$ cat config.mk
export PLATFORM = sky130hd
export DESIGN_NAME = request_queue_insert_at_offset
export DESIGN_NICKNAME = d
export VERILOG_FILES = /design/src/sv/rqi_pkg.sv /design/src/sv/request_queue_insert_at_offset.sv /design/src/sv/rqi_ram.sv /design/src/sv/rqi_seq.sv
export VERILOG_INCLUDE_DIRS = /design/src /design/src/sv
export SDC_FILE = /design/constraint.sdc
export NUM_CORES = 2
export LEC_CHECK = 0
export ABC_CLOCK_PERIOD_IN_PS = 17100
export BUFFER_PORTS_ARGS = -buffer_cell sky130_fd_sc_hd__buf_2
export CELL_PAD_IN_SITES_DETAIL_PLACEMENT = 0
export CELL_PAD_IN_SITES_GLOBAL_PLACEMENT = 1
export CORE_AREA = 2 2 572 574
export CTS_CLUSTER_SIZE = 10
export DETAILED_ROUTE_END_ITERATION = 16
export DIE_AREA = 0 0 574 576
export PLACE_DENSITY_LB_ADDON = 0.1
export SLEW_MARGIN = 40
export SYNTH_ARGS = -nofsm -noshare
export SYNTH_HDL_FRONTEND = slang
export SYNTH_HIERARCHICAL = 1
export SYNTH_SLANG_ARGS = --single-unit
export TNS_END_PERCENT = 10
$ cat constraint.sdc
create_clock -name clk -period 17.1 [get_ports clk]
set_input_delay 3.42 -clock clk [delete_from_list [all_inputs] [get_ports clk]]
set_output_delay 3.42 -clock clk [all_outputs]
set_load 0.005 [all_outputs]
$ cat src/sv/request_queue_insert_at_offset_assert.svh
// ----------------------------------------------------------------------------
// request queue assertion macros
// shared concurrent check wrappers, clocked on clk with async reset rst_n
// ----------------------------------------------------------------------------
`ifndef REQUEST_QUEUE_INSERT_AT_OFFSET_ASSERT_SVH
`define REQUEST_QUEUE_INSERT_AT_OFFSET_ASSERT_SVH

`ifndef SYNTH

// condition holds at every edge out of reset
`define RQIA_CHECK(lbl, expr) \
    lbl: assert property (@(posedge clk) disable iff (!rst_n) (expr)) \
        else $error("rqi check failed");

// same-cycle implication
`define RQIA_IMPLY(lbl, ante, cons) \
    lbl: assert property (@(posedge clk) disable iff (!rst_n) (ante) |-> (cons)) \
        else $error("rqi implication failed");

// next-cycle implication
`define RQIA_NEXT(lbl, ante, cons) \
    lbl: assert property (@(posedge clk) disable iff (!rst_n) (ante) |=> (cons)) \
        else $error("rqi next-cycle check failed");

`else

`define RQIA_CHECK(lbl, expr)
`define RQIA_IMPLY(lbl, ante, cons)
`define RQIA_NEXT(lbl, ante, cons)

`endif

`endif

$ cat src/sv/rqi_pkg.sv
// ----------------------------------------------------------------------------
// rqi_pkg
// types and codes shared by the request queue modules
// ----------------------------------------------------------------------------
`default_nettype none

package rqi_pkg;

    localparam int ACTION_W    = 2;
    localparam int TAG_W       = 32;
    localparam int OFFSET_W    = 5;
    localparam int STATUS_W    = 2;
    localparam int COUNT_OUT_W = 5;
    localparam int TDATA_W     = 136;

    // action codes
    localparam logic [ACTION_W-1:0] ACT_APPEND = 2'd0;
    localparam logic [ACTION_W-1:0] ACT_INSERT = 2'd1;
    localparam logic [ACTION_W-1:0] ACT_POP    = 2'd2;

    // status codes
    localparam logic [STATUS_W-1:0] ST_OK     = 2'd0;
    localparam logic [STATUS_W-1:0] ST_FULL   = 2'd1;
    localparam logic [STATUS_W-1:0] ST_EMPTY  = 2'd2;
    localparam logic [STATUS_W-1:0] ST_OFFSET = 2'd3;

    // request tag sits in the low bits
    typedef struct packed {
        logic [TAG_W-1:0] power;
        logic [TAG_W-1:0] pipe_id;
        logic [TAG_W-1:0] tenant_tag;
        logic [TAG_W-1:0] request_tag;
    } entry_t;

    typedef struct packed {
        logic [OFFSET_W-1:0] offset;
        entry_t              entry;
        logic [ACTION_W-1:0] action;
    } in_item_t;

    typedef struct packed {
        logic [COUNT_OUT_W-1:0] entry_count;
        entry_t                 entry;
        logic [STATUS_W-1:0]    status;
    } result_t;

    localparam int IN_W      = $bits(in_item_t);
    localparam int OUT_W     = $bits(result_t);
    localparam int OUT_PAD_W = TDATA_W - OUT_W;

endpackage

`default_nettype wire

$ cat src/sv/request_queue_insert_at_offset.sv
// ----------------------------------------------------------------------------
// request_queue_insert_at_offset
// ordered request queue with append, insert at offset and pop head
// ----------------------------------------------------------------------------
//  channel   dir  carries
//  s_axis    in   one action: append, insert at offset or pop
//  m_axis    out  one result per action: status, popped entry, new count
//
//  append, insert at the tail, the unused action and every refused action go
//  from idle straight to the emit state, pop through the ram read state, and
//  insert ahead of the tail through shift, drain and place, since the single
//  ram write port moves one entry per cycle. one action is worked on at a
//  time; the next is taken in the cycle after the result enters the output
//  register, even while it waits there. a stalled output holds the sequencer.
//  reset empties the queue at once, with no sweep over the entry ram.
// ----------------------------------------------------------------------------
`default_nettype none

module request_queue_insert_at_offset #(
    parameter int QUEUE_DEPTH = 16
) (
    input  wire logic                        clk,
    input  wire logic                        rst_n,
    input  wire logic                        s_axis_tvalid,
    output logic                             s_axis_tready,
    // action[1:0], request_tag[33:2], tenant_tag[65:34], pipe_id[97:66],
    // power[129:98], offset[134:130], zero pad[135]
    input  wire logic [rqi_pkg::TDATA_W-1:0] s_axis_tdata,
    output logic                             m_axis_tvalid,
    input  wire logic                        m_axis_tready,
    // status[1:0], out_request_tag[33:2], out_tenant_tag[65:34],
    // out_pipe_id[97:66], out_power[129:98], entry_count[134:130], zero pad[135]
    output logic [rqi_pkg::TDATA_W-1:0]      m_axis_tdata
);

    rqi_pkg::in_item_t in_item;
    rqi_pkg::result_t  res;
    rqi_pkg::result_t  out_reg;
    logic              out_valid_reg;
    logic              res_valid;
    logic              res_take;

    assign in_item  = rqi_pkg::in_item_t'(s_axis_tdata[rqi_pkg::IN_W-1:0]);
    assign res_take = !out_valid_reg || m_axis_tready;

    rqi_seq #(
        .QUEUE_DEPTH (QUEUE_DEPTH)
    ) u_seq (
        .clk       (clk),
        .rst_n     (rst_n),
        .in_valid  (s_axis_tvalid),
        .in_ready  (s_axis_tready),
        .in_item   (in_item),
        .res_valid (res_valid),
        .res_take  (res_take),
        .res       (res)
    );

    always_ff @(posedge clk or negedge rst_n)
    begin
        if (!rst_n)
        begin
            out_valid_reg <= 1'b0;
        end
        else if (res_valid && res_take)
        begin
            out_valid_reg <= 1'b1;
        end
        else if (m_axis_tready)
        begin
            out_valid_reg <= 1'b0;
        end
    end

    always_ff @(posedge clk)
    begin
        if (res_valid && res_take)
        begin
            out_reg <= res;
        end
    end

    assign m_axis_tvalid = out_valid_reg;
    assign m_axis_tdata  = {{rqi_pkg::OUT_PAD_W{1'b0}}, out_reg};

endmodule

`default_nettype wire

$ cat src/sv/rqi_ram.sv
// ----------------------------------------------------------------------------
// rqi_ram
// simple dual-port ram, one write port, one read port with registered data
// ----------------------------------------------------------------------------
`default_nettype none

module rqi_ram #(
    parameter  int WIDTH  = 128,
    parameter  int DEPTH  = 16,
    localparam int ADDR_W = (DEPTH > 1) ? $clog2(DEPTH) : 1
) (
    input  wire logic              clk,
    input  wire logic              we,
    input  wire logic [ADDR_W-1:0] waddr,
    input  wire logic [WIDTH-1:0]  wdata,
    input  wire logic [ADDR_W-1:0] raddr,
    output logic      [WIDTH-1:0]  rdata
);

    logic [WIDTH-1:0] mem [DEPTH];
    logic [WIDTH-1:0] rdata_reg;

    always_ff @(posedge clk)
    begin
        if (we)
        begin
            mem[waddr] <= wdata;
        end
        rdata_reg <= mem[raddr];
    end

    assign rdata = rdata_reg;

endmodule

`default_nettype wire

$ cat src/sv/rqi_seq.sv
// ----------------------------------------------------------------------------
// rqi_seq
// queue sequencer: circular entry ram, head/tail pointers and the shift
// sweep that opens a hole for a positional insert
// ----------------------------------------------------------------------------
`default_nettype none

`include "request_queue_insert_at_offset_assert.svh"

module rqi_seq #(
    parameter  int QUEUE_DEPTH = 16,
    localparam int ADDR_W      = $clog2(QUEUE_DEPTH),
    localparam int CNT_W       = $clog2(QUEUE_DEPTH + 1),
    localparam int CMP_W       = (CNT_W > rqi_pkg::OFFSET_W) ? CNT_W : rqi_pkg::OFFSET_W
) (
    input  wire logic                              clk,
    input  wire logic                              rst_n,
    input  wire logic                              in_valid,
    output logic                                   in_ready,
    input  wire rqi_pkg::in_item_t                 in_item,
    output logic                                   res_valid,
    input  wire logic                              res_take,
    output rqi_pkg::result_t                       res
);

    typedef enum logic [5:0] {
        S_IDLE  = 6'b000001,
        S_SHIFT = 6'b000010,
        S_DRAIN = 6'b000100,
        S_PLACE = 6'b001000,
        S_POPRD = 6'b010000,
        S_EMIT  = 6'b100000
    } state_t;

    state_t                state_reg, state_next;
    logic [CNT_W-1:0]      count_reg, count_next;
    logic [ADDR_W-1:0]     head_reg, head_next;
    logic [ADDR_W-1:0]     tail_reg, tail_next;
    logic [ADDR_W-1:0]     rd_ptr_reg, rd_ptr_next;
    logic [ADDR_W-1:0]     pend_addr_reg, pend_addr_next;
    logic [CNT_W-1:0]      rem_reg, rem_next;
    logic                  pend_reg, pend_next;
    rqi_pkg::entry_t       hold_reg, hold_next;
    rqi_pkg::result_t      res_reg, res_next;

    logic                  ram_we;
    logic [ADDR_W-1:0]     ram_waddr;
    rqi_pkg::entry_t       ram_wdata;
    logic [ADDR_W-1:0]     ram_raddr;
    rqi_pkg::entry_t       ram_rdata;

    logic                  is_full;
    logic                  is_empty;
    logic                  offset_beyond;
    logic                  offset_at_tail;
    logic [CNT_W-1:0]      count_inc;
    logic [CNT_W-1:0]      count_dec;

    function automatic logic [ADDR_W-1:0] ptr_inc(input logic [ADDR_W-1:0] p);
        logic [ADDR_W-1:0] r;
        begin
            if (p == ADDR_W'(QUEUE_DEPTH - 1))
            begin
                r = '0;
            end
            else
            begin
                r = p + 1'b1;
            end
            return r;
        end
    endfunction

    function automatic logic [ADDR_W-1:0] ptr_dec(input logic [ADDR_W-1:0] p);
        logic [ADDR_W-1:0] r;
        begin
            if (p == '0)
            begin
                r = ADDR_W'(QUEUE_DEPTH - 1);
            end
            else
            begin
                r = p - 1'b1;
            end
            return r;
        end
    endfunction

    rqi_ram #(
        .WIDTH ($bits(rqi_pkg::entry_t)),
        .DEPTH (QUEUE_DEPTH)
    ) u_ram (
        .clk   (clk),
        .we    (ram_we),
        .waddr (ram_waddr),
        .wdata (ram_wdata),
        .raddr (ram_raddr),
        .rdata (ram_rdata)
    );

    assign in_ready       = (state_reg == S_IDLE);
    assign res_valid      = (state_reg == S_EMIT);
    assign res            = res_reg;

    assign is_full        = (count_reg == CNT_W'(QUEUE_DEPTH));
    assign is_empty       = (count_reg == '0);
    assign offset_beyond  = (CMP_W'(in_item.offset) > CMP_W'(count_reg));
    assign offset_at_tail = (CMP_W'(in_item.offset) == CMP_W'(count_reg));
    assign count_inc      = count_reg + 1'b1;
    assign count_dec      = count_reg - 1'b1;

    always_comb
    begin
        state_next     = state_reg;
        count_next     = count_reg;
        head_next      = head_reg;
        tail_next      = tail_reg;
        rd_ptr_next    = rd_ptr_reg;
        pend_addr_next = pend_addr_reg;
        rem_next       = rem_reg;
        pend_next      = 1'b0;
        hold_next      = hold_reg;
        res_next       = res_reg;
        ram_we         = 1'b0;
        ram_waddr      = tail_reg;
        ram_wdata      = in_item.entry;
        ram_raddr      = head_reg;

        unique case (state_reg)
            S_IDLE:
            begin
                if (in_valid)
                begin
                    res_next.status      = rqi_pkg::ST_OK;
                    res_next.entry       = '0;
                    res_next.entry_count = rqi_pkg::COUNT_OUT_W'(count_reg);
                    state_next           = S_EMIT;
                    case (in_item.action)
                        rqi_pkg::ACT_APPEND:
                        begin
                            if (is_full)
                            begin
                                res_next.status = rqi_pkg::ST_FULL;
                            end
                            else
                            begin
                                ram_we               = 1'b1;
                                count_next           = count_inc;
                                tail_next            = ptr_inc(tail_reg);
                                res_next.entry_count = rqi_pkg::COUNT_OUT_W'(count_inc);
                            end
                        end
                        rqi_pkg::ACT_INSERT:
                        begin
                            if (is_full)
                            begin
                                res_next.status = rqi_pkg::ST_FULL;
                            end
                            else if (offset_beyond)
                            begin
                                res_next.status = rqi_pkg::ST_OFFSET;
                            end
                            else if (offset_at_tail)
                            begin
                                ram_we               = 1'b1;
                                count_next           = count_inc;
                                tail_next            = ptr_inc(tail_reg);
                                res_next.entry_count = rqi_pkg::COUNT_OUT_W'(count_inc);
                            end
                            else
                            begin
                                // move entries offset..count-1 up by one, last first
                                hold_next   = in_item.entry;
                                rd_ptr_next = ptr_dec(tail_reg);
                                rem_next    = count_reg - CNT_W'(in_item.offset);
                                state_next  = S_SHIFT;
                            end
                        end
                        rqi_pkg::ACT_POP:
                        begin
                            if (is_empty)
                            begin
                                res_next.status = rqi_pkg::ST_EMPTY;
                            end
                            else
                            begin
                                state_next = S_POPRD;
                            end
                        end
                        default:
                        begin
                            state_next = S_EMIT;
                        end
                    endcase
                end
            end
            S_SHIFT:
            begin
                // read one slot per cycle, write the previous read one slot up
                ram_raddr      = rd_ptr_reg;
                rd_ptr_next    = ptr_dec(rd_ptr_reg);
                pend_addr_next = rd_ptr_reg;
                rem_next       = rem_reg - 1'b1;
                pend_next      = 1'b1;
                if (pend_reg)
                begin
                    ram_we    = 1'b1;
                    ram_waddr = ptr_inc(pend_addr_reg);
                    ram_wdata = ram_rdata;
                end
                if (rem_reg == CNT_W'(1))
                begin
                    state_next = S_DRAIN;
                end
            end
            S_DRAIN:
            begin
                ram_we    = 1'b1;
                ram_waddr = ptr_inc(pend_addr_reg);
                ram_wdata = ram_rdata;
                state_next = S_PLACE;
            end
            S_PLACE:
            begin
                // the hole is now at the slot read last
                ram_we               = 1'b1;
                ram_waddr            = pend_addr_reg;
                ram_wdata            = hold_reg;
                count_next           = count_inc;
                tail_next            = ptr_inc(tail_reg);
                res_next.status      = rqi_pkg::ST_OK;
                res_next.entry       = '0;
                res_next.entry_count = rqi_pkg::COUNT_OUT_W'(count_inc);
                state_next           = S_EMIT;
            end
            S_POPRD:
            begin
                res_next.status      = rqi_pkg::ST_OK;
                res_next.entry       = ram_rdata;
                res_next.entry_count = rqi_pkg::COUNT_OUT_W'(count_dec);
                count_next           = count_dec;
                head_next            = ptr_inc(head_reg);
                state_next           = S_EMIT;
            end
            S_EMIT:
            begin
                if (res_take)
                begin
                    state_next = S_IDLE;
                end
            end
            default:
            begin
                state_next = S_IDLE;
            end
        endcase
    end

    always_ff @(posedge clk or negedge rst_n)
    begin
        if (!rst_n)
        begin
            state_reg <= S_IDLE;
            count_reg <= '0;
            head_reg  <= '0;
            tail_reg  <= '0;
            pend_reg  <= 1'b0;
            rem_reg   <= '0;
        end
        else
        begin
            state_reg <= state_next;
            count_reg <= count_next;
            head_reg  <= head_next;
            tail_reg  <= tail_next;
            pend_reg  <= pend_next;
            rem_reg   <= rem_next;
        end
    end

    always_ff @(posedge clk)
    begin
        rd_ptr_reg    <= rd_ptr_next;
        pend_addr_reg <= pend_addr_next;
        hold_reg      <= hold_next;
        res_reg       <= res_next;
    end

    `RQIA_CHECK(a_count_in_range, count_reg <= CNT_W'(QUEUE_DEPTH))
    `RQIA_IMPLY(a_shift_has_work, state_reg == S_SHIFT, rem_reg != '0)
    `RQIA_IMPLY(a_write_only_when_busy, ram_we && state_reg == S_IDLE, in_valid && !is_full)
    `RQIA_NEXT(a_place_grows_count, state_reg == S_PLACE, count_reg == $past(count_reg) + 1'b1)
    `RQIA_NEXT(a_pop_reads_head,
               in_valid && in_ready && in_item.action == rqi_pkg::ACT_POP && !is_empty,
               state_reg == S_POPRD)

endmodule

`default_nettype wire
# Yosys cells after proc, flatten, opt, wreduce, memory -nomap -nowiden
# Memory sizes are Yosys's and may differ from the RTL's. A register that Yosys moved wholly into a read port is not among the register bits.
# Cells that the tools add are included.
# word_totals
register_bits,432
mem_bits_rw,2048
input_bits,140
out_inout_bits,138
wordCells,148
n_memories,1
# op_classes
addsub,9
order_cmp,1
n_eq_ne,26
mux,65
bitwise_logic,3
reduce_logical,18
# mem_list
name,depth,word_bits,read_ports,rd_clocked_by_memory_dff,write_ports,line,text
u_seq.u_ram.mem,16,128,1,1,1,rqi_ram.sv:20,logic [WIDTH-1:0] mem [DEPTH];
# ops
cell,count
$pmux W135 S3,1
$pmux W128 S3,1
$mux W135,1
$mux W128,1
$mux W4,17
$mux W5,10
$mux W6,7
$pmux W6 S5,1
$pmux W4 S2,3
$pmux W5 S2,2
$pmux W5 S3,1
$add A4 B1 Y4 const B,3
$eq A4 B4 Y1 const B,3
$mux W1,12
$pmux W4 S3,1
$pmux W6 S2,1
$reduce_and A6 Y1,2
$sub A5 B1 Y5 const B,2
$ne A3 B3 Y1 const B,3
$logic_not A4 Y1,2
$ne A2 B2 Y1 const B,4
$sub A4 B1 Y4 const B,2
$reduce_and A7 Y1,1
$eq A6 B1 Y1 const B,1
31 further kinds,40

# Logic depth before layout (Yosys ltp)
# logic_depth
ltp_word,9
depth_mapped,14

# Cells and area by module
# Netlist, hierarchy kept.
# modules_own_cells
module,n_inst,cells_per_inst,area_per_inst_um2
rqi_ram,1,3365,79331.1
rqi_seq,1,1147,13518.0
request_queue_insert_at_offset,1,141,4119.0

# Worst setup path before layout
# OpenSTA, ideal clock, no wires.
# synth_path
path_kind,in2reg
from,input port s_axis_tdata[132] in the netlist's numbering
to,memory u_seq.u_ram.mem[0][0] (enable)
setup_time_ns,0.772
t_arrival_ns,13.890
required_time_ns,16.328
slack_ns,2.438
path_stages,10
n_path_buf,0
path_cell_list,inv_1 -> ha_1 -> and3_1 -> nor2b_1 -> a31oi_1 -> nor2_1 -> nand2_1 -> nand2_1 -> or3b_2 -> nor3_1
# synth_between
elab_chain_len,9
# synth_lines
item,line,text
start: declaration,request_queue_insert_at_offset.sv:28,"input wire logic [rqi_pkg::TDATA_W-1:0] s_axis_tdata,"
"parallel branches: the longest is 2 deep, another holds $gt A5 B5 Y1",--,
$mux W1 (*),rqi_seq.sv:159,else if (offset_beyond)
$mux W1 (*),rqi_seq.sv:155,if (is_full)
$pmux W1 S2 (*),rqi_seq.sv:138,case (in_item.action)
$mux W1 (*),rqi_seq.sv:132,if (in_valid)
$pmux W1 S3 (*),rqi_seq.sv:129,unique case (state_reg)
via u_seq.ram_we,rqi_seq.sv:46,logic ram_we;
$mux W1 (*),rqi_ram.sv:25,if (we)
$mux W1 (implied by the code) (*),rqi_ram.sv:27,mem[waddr] <= wdata;
end: declaration,rqi_ram.sv:20,
# Mark *: on every way through the listed nets, which the timed path passes.

# Worst setup path in the final report
# layout_path
from,input port s_axis_tdata[132] in the netlist's numbering
to,memory u_seq.u_ram.mem[3][5] (enable)
# The elaborated chain is that of the path after synthesis.

==> results.py <==
metrics = {
    "route": {
        "routedWlPerCell_um": 27.7,
        "wirelength_um": 270000,
        "drt_iter0_drc": 3862,
        "drtPass1Iterations": 5,
        "avgViaCountPerCell": 4.80,
        "vias": 46600,
        "ant_nets": 0,
        "drc": 0,
    },
    "cells_and_area": {
        "n_fill_cell": 30600,
        "regArea_um2": 76900,
        "layout_common_cells": "2,454 x edfxtp_1, 476 x mux4_2, 406 x nand2_1, 349 x a22oi_1, 322 x clkbuf_16",
        "area_growth_pct": 17.2,
        "drive_gt1_share_pct": 24.0,
        "multi_input_area_um2": 19000,
        "nets": 5281,
        "final_common_cell": "edfxtp_1",
        "largest_reg_flops": 2048,
    },
    "setup_path": {
        "cp_max_fo": 71,
        "cp.arrival_ps": 8070,
        "worstSetupStartpointType": "input port",
        "regToRegStartpoint": "u_seq/state_reg[2]",
        "worstSetupEndpointType": "flop",
        "ff2ff_setup_slack_ps": 10690,
        "worst-setup-path-type": "in -> reg",
        "r2r-end": "u_seq/u_ram/mem[3][5]",
        "r2r_cells": 12,
        "required_ps": 17590,
    },
    "job": {
        "maxCapViolations": 0,
    },
    "timing": {
        "layout_min_cycle_time_ps": 7580,
        "drv_slew": 0,
        "hold_viol": 0,
        "skew_ps": 43.2,
        "rsz0062_at_grt": "no",
        "fin_crit_sh_pct": 44.3,
        "finalSetupViolCount": 0,
        "slew_headroom_pct": 42.0,
        "tns_ps": 0,
        "max_freq_ghz": 0.132,
        "worstMarginPinSlew_ps": 871,
    },
    "placed_design": {
        "hpwl_um": 138000,
        "portBuffers": 275,
        "gp_congestion": 0.694,
    },
    "power_and_ir_drop": {
        "power_frac_seq_pct": 46.9,
        "finalPower_mw": 16.2,
        "p_per_area_nw_per_um2": 142,
        "power.switching_mw": 4.10,
        "p_leak_nw": 36.2,
        "internal_power_mw": 12.1,
        "clock_power_share_pct": 38.2,
        "comb_power_share_pct": 14.9,
        "peakVddDrop_uv": 84.4,
        "p_sw_share_pct": 25.3,
    },
    "yosys": {
        "ys.flop_type": "edfxtp_1",
        "async_flop_share_pct": 0.997,
        "yosysUniqueCellTypes": 72,
        "syn-instance-count": 4653,
        "syn-cell-area_um2": 97000,
        "synth_seq_cells": 2608,
        "avgSynthCellArea_um2": 20.8,
        "synth-seq-area-share_pct": 79.3,
        "synth-edff-count": 2454,
        "ys.warnings.count": 6,
        "syn_nets": 4815,
    },
    "clocking": {
        "htreeDepth": 5,
        "cts_tree": "yes",
        "clk_pin_slew_ps": 50,
        "cts_root_buffer": "clkbuf_16",
        "cts_buffers": 314,
        "post_cts_buffers": 0,
        "clk_path_buf_depth": 4,
        "cts_resized": 0,
        "clock-sinks": 2608,
        "cts_hold_buf": 0,
        "worstSkewPairLatency_ps": 890,
    },
    "grt": {
        "grt_pass1_wl_um": 382000,
        "grt.overflow.total": 0,
        "grt_usage_pct": 16.1,
        "grt_antenna_before_repair": 30,
        "grt_pass1_vias": 49800,
        "grt_max_degree": 100,
    },
    "die": {
        "num_io_pins": 278,
        "num_rows": 210,
        "dieArea_um2": 331000,
        "coreArea_um2": 325000,
        "start_util_pct": 29.8,
        "die_h_um": 576,
        "die_w_um": 574,
    },
    "run_status": {
        "status": "completed",
    },
    "worst_hold_path": {
        "min_to": "m_axis_tdata[110]",
        "hold_path_class": "reg -> reg",
        "min_from": "u_seq/res[110]",
        "whs_path_depth": 0,
    },
}
==> cells by family after synthesis <==
kind of cell / count (synthesis) / share of synthesized area, %
and+or+nand+nor: 670 / 3.23
muxes: 561 / 11.9
AOI/OAI and AO/OA: 514 / 3.82
other: 1 / 0.00387
xor gates and xnor gates: 6 / 0.0542
buffers and inverters: 271 / 1.36
adders and majority gates: 22 / 0.292
DFF: 2608 / 79.3
==> critical path: stages <==
cell and delay (ps):
buf_2 80, inv_1 40, ha_1 350, and3_1 190, nor2b_1 340, a31oi_1 260, nor2_1 340, nand2_1 190
nand2_1 160, or3b_2 590, nor2_4 110, buf_4 530, buf_12 590, buf_4 680
==> per-stage QoR <==
stage               area, um2  hold slack [ps]  instances  setup slack, ps  util, %
finish                 114000              415       9720             9520     34.9
global route           114000              421       9713             9230     34.9
CTS                    114000              416       9709             9510     34.9
detailed placement     104000              405       9146             8570     32.0
global placement       104000              403       9133             8560     31.9
floorplan               97000              400       4653             2440        -
==> power groups by stage <==
stage | sequential, mW | clock (mW) | combinational [mW]
2_1_floorplan | 7.64 | 0 | 1.80
3_3_place_gp | 7.74 | 0 | 2.48
3_5_place_dp | 7.73 | 0 | 2.49
4_1_cts | 7.61 | 6.40 | 2.49
5_1_grt | 7.64 | 6.65 | 2.65
6_report | 7.60 | 6.19 | 2.41
==> worst max-delay path by stage <==
stage                           start                       to  slack [ps]
floorplan           s_axis_tdata[132]    u_seq/u_ram/mem[0][0]        2440
global placement    s_axis_tdata[132]   u_seq/u_ram/mem[8][98]        8560
detailed placement  s_axis_tdata[132]    u_seq/u_ram/mem[3][4]        8570
CTS                 s_axis_tdata[132]  u_seq/u_ram/mem[3][121]        9510
global route        s_axis_tdata[132]  u_seq/u_ram/mem[3][121]        9230
finish              s_axis_tdata[132]    u_seq/u_ram/mem[3][5]        9520
==> synth_stat cells, types with 5 or more instances <==
cell	number	area, um2
nor2b_1	17	106
nand2b_1	7	43.8
a21o_1	6	45.0
dfxtp_1	128	2560
clkbuf_1	125	469
a31oi_1	6	37.5
inv_1	25	93.8
buf_1	10	37.5
a21oi_1	40	200
buf_6	15	169
and2_1	131	820
buf_4	11	82.6
nand3_1	18	90.1
nor3_1	12	60.1
mux4_2	476	10700
nand3b_1	7	52.6
edfxtp_1	2454	73700
o22ai_1	21	131
o221ai_1	5	43.8
a211oi_1	23	173
a22oi_1	349	2620
o21ai_0	21	105
dfrtp_1	25	626
o211ai_1	21	158
nand2_1	407	1530
mux2i_1	85	851
and3_1	5	31.3
xnor2_1	6	52.6
buf_2	80	400
nor2_1	34	128
ha_1	21	263
==> cell type report <==
class | count | share of cell area [%]
Multi-Input combinational cell | 1774 | 16.7
Clock buffer | 516 | 7.87
Timing Repair Buffer | 395 | 2.50
Sequential cell | 2608 | 67.7
Tap cell | 4346 | 4.78
Clock inverter | 47 | 0.403
Antenna cell | 8 | 0.0176
Inverter | 26 | 0.0991
==> layer usage <==
layer  vias up  routed length, um  part of all wire, %  GRT usage, %
met1     25100             125000                   46          22.6
met2       974             129000                   48          26.3
met4        20               4690                  1.7          3.19
met3       369              11700                  4.3          2.68
met5         -                119                0.044             0
li1      20100                  -                    -             -
(Power assumes the default switching activity.)
